## src/rtl/core/prefix_varint_coeff_decoder_unit_macros.svh

```systemverilog
// assertion macros for the decoder rtl, used by pvcd_ctrl
// no dependencies; expects clk and arst_n in the using module
`ifndef PREFIX_VARINT_COEFF_DECODER_UNIT_MACROS_SVH
`define PREFIX_VARINT_COEFF_DECODER_UNIT_MACROS_SVH

// same-cycle implication, checked out of reset
`define PVCD_ASSERT_NOW(label, ante, cons, msg) \
	label: assert property (@(posedge clk) disable iff (!arst_n) (ante) |-> (cons)) \
		else $error(msg);

// next-cycle implication, checked out of reset
`define PVCD_ASSERT_NEXT(label, ante, cons, msg) \
	label: assert property (@(posedge clk) disable iff (!arst_n) (ante) |=> (cons)) \
		else $error(msg);

`endif

```

## src/rtl/core/pvcd_pkg.sv

```systemverilog
// shared types and constants for the prefix varint coefficient decoder
// no dependencies
package pvcd_pkg;

	localparam int unsigned HdrLen   = 5;
	localparam int unsigned DivSteps = 24;
	localparam int unsigned CntW     = $clog2(DivSteps);

	localparam logic [7:0] HdrVersion = 8'h01;
	localparam logic [7:0] HdrFlag    = 8'h03;

	// configuration register indexes
	typedef enum logic [1:0] {
		REG_ROWS    = 2'd0,
		REG_COLS    = 2'd1,
		REG_MODULUS = 2'd2
	} pvcd_reg_t;

	// frame status codes
	typedef enum logic [2:0] {
		STS_OK     = 3'd0,
		STS_SHORT  = 3'd1,
		STS_FORMAT = 3'd2,
		STS_DIM    = 3'd3,
		STS_TRUNC  = 3'd4,
		STS_CODE   = 3'd5
	} pvcd_status_t;

	typedef enum logic [2:0] {
		ST_IDLE = 3'b001,
		ST_CALC = 3'b010,
		ST_PUSH = 3'b100
	} pvcd_state_t;

	// controller to datapath
	typedef struct packed {
		logic take;     // input transaction this cycle
		logic div_step; // one remainder iteration
		logic out_load; // move held result into output register
	} pvcd_cmd_t;

	// datapath to controller, valid with take
	typedef struct packed {
		logic res_needed; // this byte produces a result
		logic res_div;    // the result needs a reduction
	} pvcd_sts_t;

endpackage

```

## src/rtl/core/pvcd_ctrl.sv

```systemverilog
// controller state machine: input acceptance, remainder sequencing, output register
// depends on pvcd_pkg and the macros header
`include "prefix_varint_coeff_decoder_unit_macros.svh"

module pvcd_ctrl
	import pvcd_pkg::*;
(
	input  logic      clk,
	input  logic      arst_n,
	input  logic      in_valid,
	output logic      in_ready,
	output logic      out_valid,
	input  logic      out_ready,
	input  pvcd_sts_t sts,
	output pvcd_cmd_t cmd
);

	pvcd_state_t       state_q;
	logic [CntW-1:0]   cnt_q;
	logic              out_valid_q;
	logic              out_free;

	assign in_ready  = (state_q == ST_IDLE);
	assign out_valid = out_valid_q;
	assign out_free  = !out_valid_q || out_ready;

	assign cmd.take     = in_valid && in_ready;
	assign cmd.div_step = (state_q == ST_CALC);
	assign cmd.out_load = (state_q == ST_PUSH) && out_free;

	always_ff @(posedge clk or negedge arst_n) begin
		if (!arst_n) begin
			state_q     <= ST_IDLE;
			cnt_q       <= '0;
			out_valid_q <= 1'b0;
		end else begin
			if (cmd.out_load) begin
				out_valid_q <= 1'b1;
			end else if (out_ready) begin
				out_valid_q <= 1'b0;
			end
			case (state_q)
				ST_IDLE: begin
					cnt_q <= '0;
					if (cmd.take && sts.res_needed) begin
						state_q <= sts.res_div ? ST_CALC : ST_PUSH;
					end
				end
				ST_CALC: begin
					cnt_q <= cnt_q + 1'b1;
					if (cnt_q == CntW'(DivSteps - 1)) begin
						state_q <= ST_PUSH;
					end
				end
				ST_PUSH: begin
					if (out_free) begin
						state_q <= ST_IDLE;
					end
				end
				default: begin
					state_q <= ST_IDLE;
				end
			endcase
		end
	end

	`PVCD_ASSERT_NEXT(a_div_starts, cmd.take && sts.res_needed && sts.res_div,
		state_q == ST_CALC && cnt_q == '0, "reduction did not start after take")
	`PVCD_ASSERT_NOW(a_cnt_range, state_q == ST_CALC, cnt_q < CntW'(DivSteps),
		"remainder step count out of range")
	`PVCD_ASSERT_NEXT(a_load_valid, cmd.out_load, out_valid_q,
		"output register not valid after load")
	`PVCD_ASSERT_NEXT(a_push_free, state_q == ST_PUSH && !out_valid_q, state_q == ST_IDLE,
		"result stuck with free output register")

endmodule

```

## src/rtl/core/pvcd_datapath.sv

```systemverilog
// datapath: config registers, header and prefix-code parsing, remainder unit, result registers
// depends on pvcd_pkg
module pvcd_datapath
	import pvcd_pkg::*;
(
	input  logic        clk,
	input  logic        arst_n,
	input  logic        cfg_we,
	input  logic [1:0]  cfg_addr,
	input  logic [24:0] cfg_wdata,
	input  logic [7:0]  data_byte,
	input  logic        frame_end,
	input  pvcd_cmd_t   cmd,
	output pvcd_sts_t   sts,
	output logic [23:0] coeff_value,
	output logic [7:0]  row_index,
	output logic [15:0] col_index,
	output logic        coeff_valid,
	output logic        frame_done,
	output logic [2:0]  status
);

	// configuration
	logic [7:0]  rows_q;
	logic [15:0] cols_q;
	logic [24:0] mod_q;

	// frame state
	logic [2:0]  hdr_pos_q;
	logic [7:0]  col_hi_q;
	logic [1:0]  pend_q;
	logic [23:0] acc_q;
	logic [7:0]  row_q;
	logic [15:0] col_q;
	logic        err_q;
	logic [2:0]  err_code_q;
	logic        body_done_q;

	logic [2:0]  n_pos;
	logic [7:0]  n_col_hi;
	logic [1:0]  n_pend;
	logic [23:0] n_acc;
	logic [7:0]  n_row;
	logic [15:0] n_col;
	logic        n_err;
	logic [2:0]  n_code;
	logic        n_body;
	logic        emit;
	logic        done;
	logic [23:0] val;
	logic [7:0]  ri;
	logic [15:0] ci;
	logic [2:0]  st;

	// held result and remainder unit
	logic [23:0] res_val_q;
	logic [7:0]  res_row_q;
	logic [15:0] res_col_q;
	logic        res_emit_q;
	logic        res_fend_q;
	logic [2:0]  res_sts_q;
	logic        res_div_q;
	logic [24:0] rem_q;
	logic [25:0] rem_sh;
	logic [25:0] rem_sub;

	always_ff @(posedge clk or negedge arst_n) begin
		if (!arst_n) begin
			rows_q <= 8'd1;
			cols_q <= 16'd256;
			mod_q  <= 25'd3329;
		end else if (cfg_we) begin
			case (cfg_addr)
				REG_ROWS:    rows_q <= cfg_wdata[7:0];
				REG_COLS:    cols_q <= cfg_wdata[15:0];
				REG_MODULUS: mod_q  <= cfg_wdata;
				default:     ;
			endcase
		end
	end

	always_comb begin
		n_pos    = hdr_pos_q;
		n_col_hi = col_hi_q;
		n_pend   = pend_q;
		n_acc    = acc_q;
		n_row    = row_q;
		n_col    = col_q;
		n_err    = err_q;
		n_code   = err_code_q;
		n_body   = body_done_q;
		emit     = 1'b0;
		done     = 1'b0;
		val      = '0;
		ri       = '0;
		ci       = '0;
		st       = STS_OK;

		if (hdr_pos_q < 3'(HdrLen)) begin
			case (hdr_pos_q)
				3'd0: begin
					if (data_byte != HdrVersion && !n_err) begin
						n_err  = 1'b1;
						n_code = STS_FORMAT;
					end
				end
				3'd1: begin
					if (data_byte != HdrFlag && !n_err) begin
						n_err  = 1'b1;
						n_code = STS_FORMAT;
					end
				end
				3'd2: begin
					if (data_byte != rows_q && !n_err) begin
						n_err  = 1'b1;
						n_code = STS_DIM;
					end
				end
				3'd3: begin
					n_col_hi = data_byte;
				end
				default: begin
					if ({col_hi_q, data_byte} != cols_q && !n_err) begin
						n_err  = 1'b1;
						n_code = STS_DIM;
					end
					if (!n_err && (rows_q == '0 || cols_q == '0)) begin
						n_body = 1'b1;
					end
				end
			endcase
			n_pos = hdr_pos_q + 3'd1;
		end else if (!err_q && !body_done_q) begin
			if (pend_q != 2'd0) begin
				n_acc  = {acc_q[15:0], data_byte};
				n_pend = pend_q - 2'd1;
				done   = (n_pend == 2'd0);
			end else if (data_byte == 8'h00) begin
				n_acc = '0;
				done  = 1'b1;
			end else if ((data_byte & 8'hC0) == 8'h80) begin
				n_acc = {18'd0, data_byte[5:0]};
				done  = 1'b1;
			end else if ((data_byte & 8'hE0) == 8'hC0) begin
				n_acc  = {19'd0, data_byte[4:0]};
				n_pend = 2'd1;
			end else if ((data_byte & 8'hF0) == 8'hE0) begin
				n_acc  = {20'd0, data_byte[3:0]};
				n_pend = 2'd2;
			end else if (data_byte == 8'hF0) begin
				n_acc  = '0;
				n_pend = 2'd3;
			end else begin
				n_err  = 1'b1;
				n_code = STS_CODE;
			end
			if (done) begin
				val  = n_acc;
				ri   = row_q;
				ci   = col_q;
				emit = 1'b1;
				if ({1'b0, col_q} + 17'd1 >= {1'b0, cols_q}) begin
					n_col = '0;
					if ({1'b0, row_q} + 9'd1 >= {1'b0, rows_q}) begin
						n_body = 1'b1;
					end
					n_row = row_q + 8'd1;
				end else begin
					n_col = col_q + 16'd1;
				end
				n_acc = '0;
			end
		end

		if (frame_end) begin
			if (n_pos < 3'(HdrLen)) begin
				st = STS_SHORT;
			end else if (n_err) begin
				st = n_code;
			end else if (!n_body) begin
				st = STS_TRUNC;
			end
			n_pos    = '0;
			n_col_hi = '0;
			n_pend   = '0;
			n_acc    = '0;
			n_row    = '0;
			n_col    = '0;
			n_err    = 1'b0;
			n_code   = STS_OK;
			n_body   = 1'b0;
		end
	end

	assign sts.res_needed = emit || frame_end;
	assign sts.res_div    = emit && (mod_q != '0);

	always_ff @(posedge clk or negedge arst_n) begin
		if (!arst_n) begin
			hdr_pos_q   <= '0;
			col_hi_q    <= '0;
			pend_q      <= '0;
			acc_q       <= '0;
			row_q       <= '0;
			col_q       <= '0;
			err_q       <= 1'b0;
			err_code_q  <= STS_OK;
			body_done_q <= 1'b0;
		end else if (cmd.take) begin
			hdr_pos_q   <= n_pos;
			col_hi_q    <= n_col_hi;
			pend_q      <= n_pend;
			acc_q       <= n_acc;
			row_q       <= n_row;
			col_q       <= n_col;
			err_q       <= n_err;
			err_code_q  <= n_code;
			body_done_q <= n_body;
		end
	end

	// restoring remainder, one dividend bit per step, msb first
	assign rem_sh  = {rem_q, res_val_q[23]};
	assign rem_sub = rem_sh - {1'b0, mod_q};

	always_ff @(posedge clk) begin
		if (cmd.take && sts.res_needed) begin
			res_val_q  <= val;
			res_row_q  <= ri;
			res_col_q  <= ci;
			res_emit_q <= emit;
			res_fend_q <= frame_end;
			res_sts_q  <= st;
			res_div_q  <= sts.res_div;
			rem_q      <= '0;
		end else if (cmd.div_step) begin
			res_val_q <= {res_val_q[22:0], 1'b0};
			rem_q     <= (rem_sh >= {1'b0, mod_q}) ? rem_sub[24:0] : rem_sh[24:0];
		end
	end

	always_ff @(posedge clk) begin
		if (cmd.out_load) begin
			coeff_value <= res_div_q ? rem_q[23:0] : res_val_q;
			row_index   <= res_row_q;
			col_index   <= res_col_q;
			coeff_valid <= res_emit_q;
			frame_done  <= res_fend_q;
			status      <= res_sts_q;
		end
	end

endmodule

```

## src/rtl/core/prefix_varint_coeff_decoder_unit.sv

```systemverilog
// top level of the prefix varint coefficient decoder
// depends on pvcd_pkg, pvcd_ctrl and pvcd_datapath
//
// channel   direction  tdata                         tuser / tlast
// s_axis    in         [7:0] data_byte               tlast = frame_end
// m_axis    out        [23:0] coeff_value,           tuser[0] coeff_valid,
//                      [31:24] row_index,            tuser[3:1] status,
//                      [47:32] col_index             tlast = frame_done
// cfg       in         cfg_addr 0 rows, 1 cols, 2 modulus (cfg_wdata, no read-back)
//
// a byte that completes no coefficient and no frame, such as a header byte, leaves the input ready
// a byte that only closes a frame goes to the held result, then to the output register when it frees
// a completed coefficient is accepted, runs 24 steps of the bit-serial
//   remainder unit against the runtime modulus, then is loaded into the output register
// a zero modulus skips the remainder unit (identity)
// reset is asynchronous, active low; all frame state and the output valid clear,
//   configuration returns to rows 1, cols 256, modulus 3329
// the output register holds one result; while it is stalled the next byte is still
//   taken and its result is held until the register frees
module prefix_varint_coeff_decoder_unit
	import pvcd_pkg::*;
(
	input  logic        clk,
	input  logic        arst_n,
	// configuration write port
	input  logic        cfg_we,
	input  logic [1:0]  cfg_addr,
	input  logic [24:0] cfg_wdata,
	// byte stream in
	input  logic        s_axis_tvalid,
	output logic        s_axis_tready,
	input  logic [7:0]  s_axis_tdata,  // [7:0] data_byte
	input  logic        s_axis_tlast,  // frame_end
	// coefficient stream out
	output logic        m_axis_tvalid,
	input  logic        m_axis_tready,
	output logic [47:0] m_axis_tdata,  // [23:0] coeff_value, [31:24] row_index, [47:32] col_index
	output logic [3:0]  m_axis_tuser,  // [0] coeff_valid, [3:1] status
	output logic        m_axis_tlast   // frame_done
);

	pvcd_cmd_t cmd;
	pvcd_sts_t sts;

	// controller: handshakes and the remainder step count
	pvcd_ctrl u_ctrl (
		.clk       (clk),
		.arst_n    (arst_n),
		.in_valid  (s_axis_tvalid),
		.in_ready  (s_axis_tready),
		.out_valid (m_axis_tvalid),
		.out_ready (m_axis_tready),
		.sts       (sts),
		.cmd       (cmd)
	);

	// datapath: parsing, remainder unit and the output payload register
	pvcd_datapath u_dp (
		.clk         (clk),
		.arst_n      (arst_n),
		.cfg_we      (cfg_we),
		.cfg_addr    (cfg_addr),
		.cfg_wdata   (cfg_wdata),
		.data_byte   (s_axis_tdata),
		.frame_end   (s_axis_tlast),
		.cmd         (cmd),
		.sts         (sts),
		.coeff_value (m_axis_tdata[23:0]),
		.row_index   (m_axis_tdata[31:24]),
		.col_index   (m_axis_tdata[47:32]),
		.coeff_valid (m_axis_tuser[0]),
		.frame_done  (m_axis_tlast),
		.status      (m_axis_tuser[3:1])
	);

endmodule
```

## config.mk

```make
export PLATFORM = sky130hd
export DESIGN_NAME = prefix_varint_coeff_decoder_unit
export DESIGN_NICKNAME = d
export VERILOG_FILES = /design/src/rtl/core/pvcd_pkg.sv /design/src/rtl/core/pvcd_ctrl.sv /design/src/rtl/core/pvcd_datapath.sv /design/src/rtl/core/prefix_varint_coeff_decoder_unit.sv
export VERILOG_INCLUDE_DIRS = /design/src /design/src/rtl/core
export SDC_FILE = /design/constraint.sdc
export NUM_CORES = 1
export LEC_CHECK = 0
export BUFFER_PORTS_ARGS = -buffer_cell sky130_fd_sc_hd__buf_4
export CAP_MARGIN = 20
export CORE_UTILIZATION = 55
export CTS_BUF_LIST = sky130_fd_sc_hd__clkbuf_4 sky130_fd_sc_hd__clkbuf_8
export CTS_CLUSTER_SIZE = 20
export DETAILED_ROUTE_END_ITERATION = 8
export PLACE_DENSITY = 0.76
export SLEW_MARGIN = 20
export SYNTH_ARGS = -nofsm -noshare
export SYNTH_HDL_FRONTEND = slang
export SYNTH_SLANG_ARGS = --single-unit
```

## constraint.sdc

```tcl
create_clock -name clk -period 3.4 [get_ports clk]
set_input_delay 0.68 -clock clk [delete_from_list [all_inputs] [get_ports clk]]
set_output_delay 0.68 -clock clk [all_outputs]
set_load 0.05 [all_outputs]
```

**Word-level counts from Yosys, hierarchy flattened**

Index checks and enable logic that the tools add are counted.

- Add/sub/neg operators: 8
- $lt $le $gt $ge: 5
- Equality and inequality tests: 23
- Mux-type cells: 98
- Bitwise operators: 3
- Reductions and logical operators: 46

Operators by type and width:

| kind | number |
|---|---|
| $mux W24 | 16 |
| $mux W16 | 5 |
| $mux W8 | 8 |
| $mux W3 | 21 |
| $mux W1 | 34 |
| $ge A26 B25 Y1 | 1 |
| $mux W25 | 1 |
| $reduce_bool A25 Y1 | 1 |
| $sub A25 B25 Y25 | 1 |
| $mux W2 | 9 |
| $reduce_bool A2 Y1 | 9 |
| $add A16 B1 Y17 const B | 1 |
| $ge A17 B16 Y1 | 1 |
| $add A16 B1 Y16 const B | 1 |
| $logic_not A16 Y1 | 1 |
| $logic_not A8 Y1 | 2 |
| $ne A16 B16 Y1 | 1 |
| $pmux W3 S4 | 1 |
| $logic_and A1 B1 Y1 | 10 |
| $pmux W5 S2 | 1 |
| $add A8 B1 Y9 const B | 1 |
| $eq A3 B2 Y1 const B | 3 |
| $ge A9 B8 Y1 | 1 |
| $pmux W3 S3 | 1 |
| other kinds (33) | 52 |

- Flip-flop bits (word level): 256
- Bits of input ports: 41
- Logic and storage cells: 213

**Logic depth before layout (Yosys ltp)**

- Depth in word-level cells: 13
- Gate-level depth with buffers: 16

**Hierarchy**

A second synthesis with hierarchy kept.

- Cell total of the unflattened synthesis: 1,255
- Area total of the unflattened synthesis: 13,588.0 µm²

By module, submodules not included:

| module | instances | cells each | area each (µm²) | sequential area each (µm²) |
|---|---|---|---|---|
| pvcd_datapath | 1 | 1,213 | 13,112.6 | 6,598.8 |
| pvcd_ctrl | 1 | 42 | 475.5 | 226.5 |

**Worst setup path after synthesis**

Ideal clock, no wire load.

- Path kind: reg2reg
- Start point: register u_dp.col_q[0]
- End point: register u_dp.col_q[8]
- Arrival time: 3.192 ns
- Setup slack: 0.115 ns
- Stages on the path, launching flop included: 16
- Path buffers: 2
- Cell sequence: dfrtp_1 -> ha_1 -> and3_1 -> clkbuf_1 -> nand3_1 -> nor2_1 -> xor2_1 -> ha_1 -> a21o_1 -> a21o_1 -> a21oi_1 -> o221ai_1 -> a211o_1 -> or2_1 -> buf_2 -> o31ai_2

- Word-level cells in the longest chain between the ends: 7

RTL lines:

| item | line | text |
|---|---|---|
| start: declaration | pvcd_datapath.sv:34 | `logic [15:0] col_q;` |
| start signal: assignment | pvcd_datapath.sv:215 | `col_q <= n_col;` |
| $add A16 B1 Y17 | pvcd_datapath.sv:162 | `if ({1'b0, col_q} + 17'd1 >= {1'b0, cols_q}) begin` |
| $ge A17 B16 Y1 | pvcd_datapath.sv:162 |  |
| $mux W16 (*) | pvcd_datapath.sv:162 |  |
| $mux W16 (*) | pvcd_datapath.sv:157 | `if (done) begin` |
| $mux W16 (*) | pvcd_datapath.sv:133 | `end else if (!err_q && !body_done_q) begin` |
| $mux W16 (*) | pvcd_datapath.sv:99 | `if (hdr_pos_q < 3'(HdrLen)) begin` |
| $mux W16 (*) | pvcd_datapath.sv:175 | `if (frame_end) begin` |

Every way passes the cells marked *; elsewhere a longest branch is shown, timed or not. The select of a mux whose other input is x is not followed.
A chain may end at the register's enable or synchronous reset.

**Worst setup path in the final report**

- Start point: register u_dp.col_q[3]
- End point: register u_dp.col_q[6]

Same word-level chain as after synthesis.

==> results.md <==
- Tmin final: 3.16 ns
- Design area: between 15,000 and 20,000 um2
- Crit start category: flip-flop
- Seq/Total Area, Yosys: 50.9%
- FF+latch area: 6830 um2
- Setup CP Type: reg2reg
- Placed Cells: 1,612
- Final nets: 1,439
- Via density: between 5 and 6
- Sequential power share: between 40% and 50%
- Final Cycle Share: 92.9%
- DRC: 0
- Final setup fails: 0
- Synth Warn #: 0
- Detail Placement HPWL: 23,300 um
- Inserted Clock Buffers: 43
- Vias: 10,000
- Final GP Congestion: 0.889
- Worst EP arrival: 3.61 ns
- Clk buf depth: 3
- Fmax: roughly 320 MHz
- Worst-path clk slew: 0.05 ns
- # IOs: 96
- WP data required: 3.85 ns
- Pleak: 6.70 nW
- EDFF count, synth: 107
- Syn_nets: 1,331
- Clk_lat worst skew: around 0.56 ns
- Tot Pwr: 10.0 mW
- Core Region: 23,700 um2
- N_diodes: 0
- Max Cap Viol: 0
- Iteration-0 DRC count of the detailed router: ~660
- CTS tree: yes
- Switching share of power: 34.5%
- Cell variety after synth: 79
- Clk Tree Root Cell: clkbuf_8
- Most used DFF post-synth: dfrtp_1
- Die X: 158 um
- Post-Layout Cell Count: 1,694
- Slew headroom: 32.3%
- Share of layout cells above drive strength 1: 22.6%
- Top-count cell post-synth: dfrtp_1
- Multi-input combinational cell area: just over 6000 um2
- Syn Inst Count: 1,232
- Starting Density: 56.6%
- Setup Skew: 0.0265 ns
- PortBufs: 95
- Overflow after GRT: 0
- Number of antenna violations at the first check in global routing: 0
- FP Rows: 56
- Area grow syn2layout: 15.4%
- TNS Setup: 0 ns
- Critical Path End Type: flip-flop
- Synth Area per Inst: between 10 and 15 um2
- DP Area: 14,500 um2
- Register bit count reported by yosys: 256
- Comb pwr share: 29.5%
- DRT Pass-1 Iters: 5
- Drt wl/cell: 19.0 um
- PD cells: 649 nW/um2
- Clock Sinks: roughly 260
- Place WS: about 0.14 ns
- Worst min path class: in2async
- Synth area leaders: edfxtp_1 (24%), dfrtp_1 (22%), mux2_2 (5.5%)
- Post-Syn Area: 13,400 um2
- Commonest cells in the netlist: dfrtp_1 (117), edfxtp_1 (107), nand2_1 (102), mux2_2 (65), a22o_1 (64)
- Fin. Hold Viols: 0
- NetSw: around 3.5 mW
- Status: finished, final reports clean
- Worst-case reg-to-reg path depth: 15
- Asr flop ratio synth: 48.4%
- Synth top area share: 24.0%
- Total track usage: 26.6%
- Post-route ant nets: 0
- Vias in the first global route: 9,617
- Final WS setup: 0.240 ns
- Cts hold-fix bufs: 0
- Worst Path Max Fanout: 12
- Final wirelength: 32,300 um
- Fin. max-slew vios: 0
- Die footprint: 25,000 um2
- Clock power share: 28.6%
- H-tree depth: 2
- Worst IR Drop VDD: 0.326 mV
- Post-synthesis cell type with the largest combined area: edfxtp_1
- # fillers: 1,862
- Actual slew at the worst max-slew pin: 1.01 ns
- First-pass GRT wire length: 50,800 um
- Largest net degree at the start of global routing: 60
- Die Height: 158 um
- Int Pwr: 6.57 mW
[worst max-delay path, cell delays in order, from the launching register on]
cell      delay [ns]
dfrtp_1         0.41
and3_1          0.20
and3_1          0.25
and3_2          0.23
nand3_1         0.09
xnor2_1         0.16
ha_1            0.18
a21o_1          0.18
a21o_1          0.17
a21oi_1         0.14
o221ai_1        0.17
a211o_1         0.34
buf_4           0.21
o21ai_0         0.16
nand2_1         0.09
o31ai_2         0.08
[worst paths after layout]
path                                                  from                     endpoint  slack [ns]
min                                                 arst_n   u_dp.mod_q[21]$_DFFE_PN0P_        0.24
min reg2reg                u_dp.res_col_q[5]$_SDFFCE_PP0P_  u_dp.col_index[5]$_DFFE_PP_        0.41
max in group asynchronous                           arst_n    u_dp.mod_q[0]$_DFFE_PN1P_        2.32
min in group clk                             cfg_wdata[16]   u_dp.mod_q[16]$_DFFE_PN0P_        0.37
max                              u_dp.col_q[3]$_DFFE_PN0P_    u_dp.col_q[6]$_DFFE_PN0P_        0.24
max reg2reg                      u_dp.col_q[3]$_DFFE_PN0P_    u_dp.col_q[6]$_DFFE_PN0P_        0.24
[layout make-up]
cell class	count	area share, %
inverters	63	1.53
clock buffers	71	5.51
repair buffers	127	6.46
flip-flops and latches	256	44.1
clock inverters	9	0.485
well taps	319	2.58
multi-input cells	849	39.3
[metal layers]
| metal | track usage, % | wire [um] | vias up |
|---|---|---|---|
| met1 | 37.1 | 14300 | 4831 |
| met2 | 41.6 | 14900 | 345 |
| met4 | 10.2 | 955 | 0 |
| li1 | - | - | 4773 |
| met3 | 4.43 | 2050 | 68 |
| met5 | 0 | 0 | - |
[layout by cell type (no fill, tap or decap), types with 17 or more instances in the layout]
cell,n
nand4_1,18
dfrtp_1,116
o21ai_1,37
a21oi_1,51
xnor2_1,38
a22o_1,64
a21o_1,21
nand2_1,102
mux2_2,65
and3_1,29
nor2_1,53
nand3_1,50
dfxtp_1,25
clkbuf_8,51
inv_1,60
edfxtp_1,107
clkbuf_4,20
xor2_1,24
nor4_1,17
ha_1,57
o21ai_0,51
buf_4,123
[cell families (layout without fill, tap and decap cells)]
group	Yosys count	count (layout)	share of synthesized area, %
and+or+nand+nor	336	336	12.9
AOI/OAI and AO/OA	311	311	16.1
DFF	256	256	50.9
buffers and inverters	127	270	3.87
muxes	81	81	6.66
xor gates and xnor gates	63	63	4.12
adders and majority gates	58	58	5.47
[power by group through the flow]
stage | Combinational [mW] | Clock, mW | Sequential (mW)
final | 2.95 | 2.87 | 4.20
after global routing | 3.24 | 3.06 | 4.25
after CTS | 2.93 | 2.93 | 4.19
after detailed placement | 2.92 | 0 | 4.25
after global placement | 2.86 | 0 | 4.23
after floorplan | 1.88 | 0 | 4.38
[per-stage QoR]
stage          util, %  hold slack (ns)
6_report          65.3            0.240
5_1_grt           65.3            0.292
4_1_cts           65.1            0.251
3_5_place_dp      61.2            0.405
3_3_place_gp      61.2            0.403
2_1_floorplan        -            0.384
[sequential cells by signal, indices dropped and copies added, names as in the netlist, 3 cells and up]
name and flops:
u_dp.res_row_q 8, u_dp.col_index 16, u_dp.cols_q 16, u_dp.mod_q 25, u_ctrl.state_q 3, u_dp.rem_q 25, u_dp.row_index 8, u_dp.coeff_value 24
u_dp.acc_q 24, u_dp.res_col_q 16, u_dp.status 3, u_dp.row_q 8, u_dp.rows_q 8, u_dp.res_sts_q 3, u_dp.res_val_q 24, u_dp.hdr_pos_q 3
u_dp.col_q 16, u_dp.err_code_q 3, u_ctrl.cnt_q 5, u_dp.col_hi_q 8
[timing repair]
item / 4_1_cts / 5_1_grt
setup buffers: 0 / 1
setup endpoints to repair: 0 / 8
gates resized for setup: 0 / 4
No activity file was read; power rests on OpenSTA's default activity.
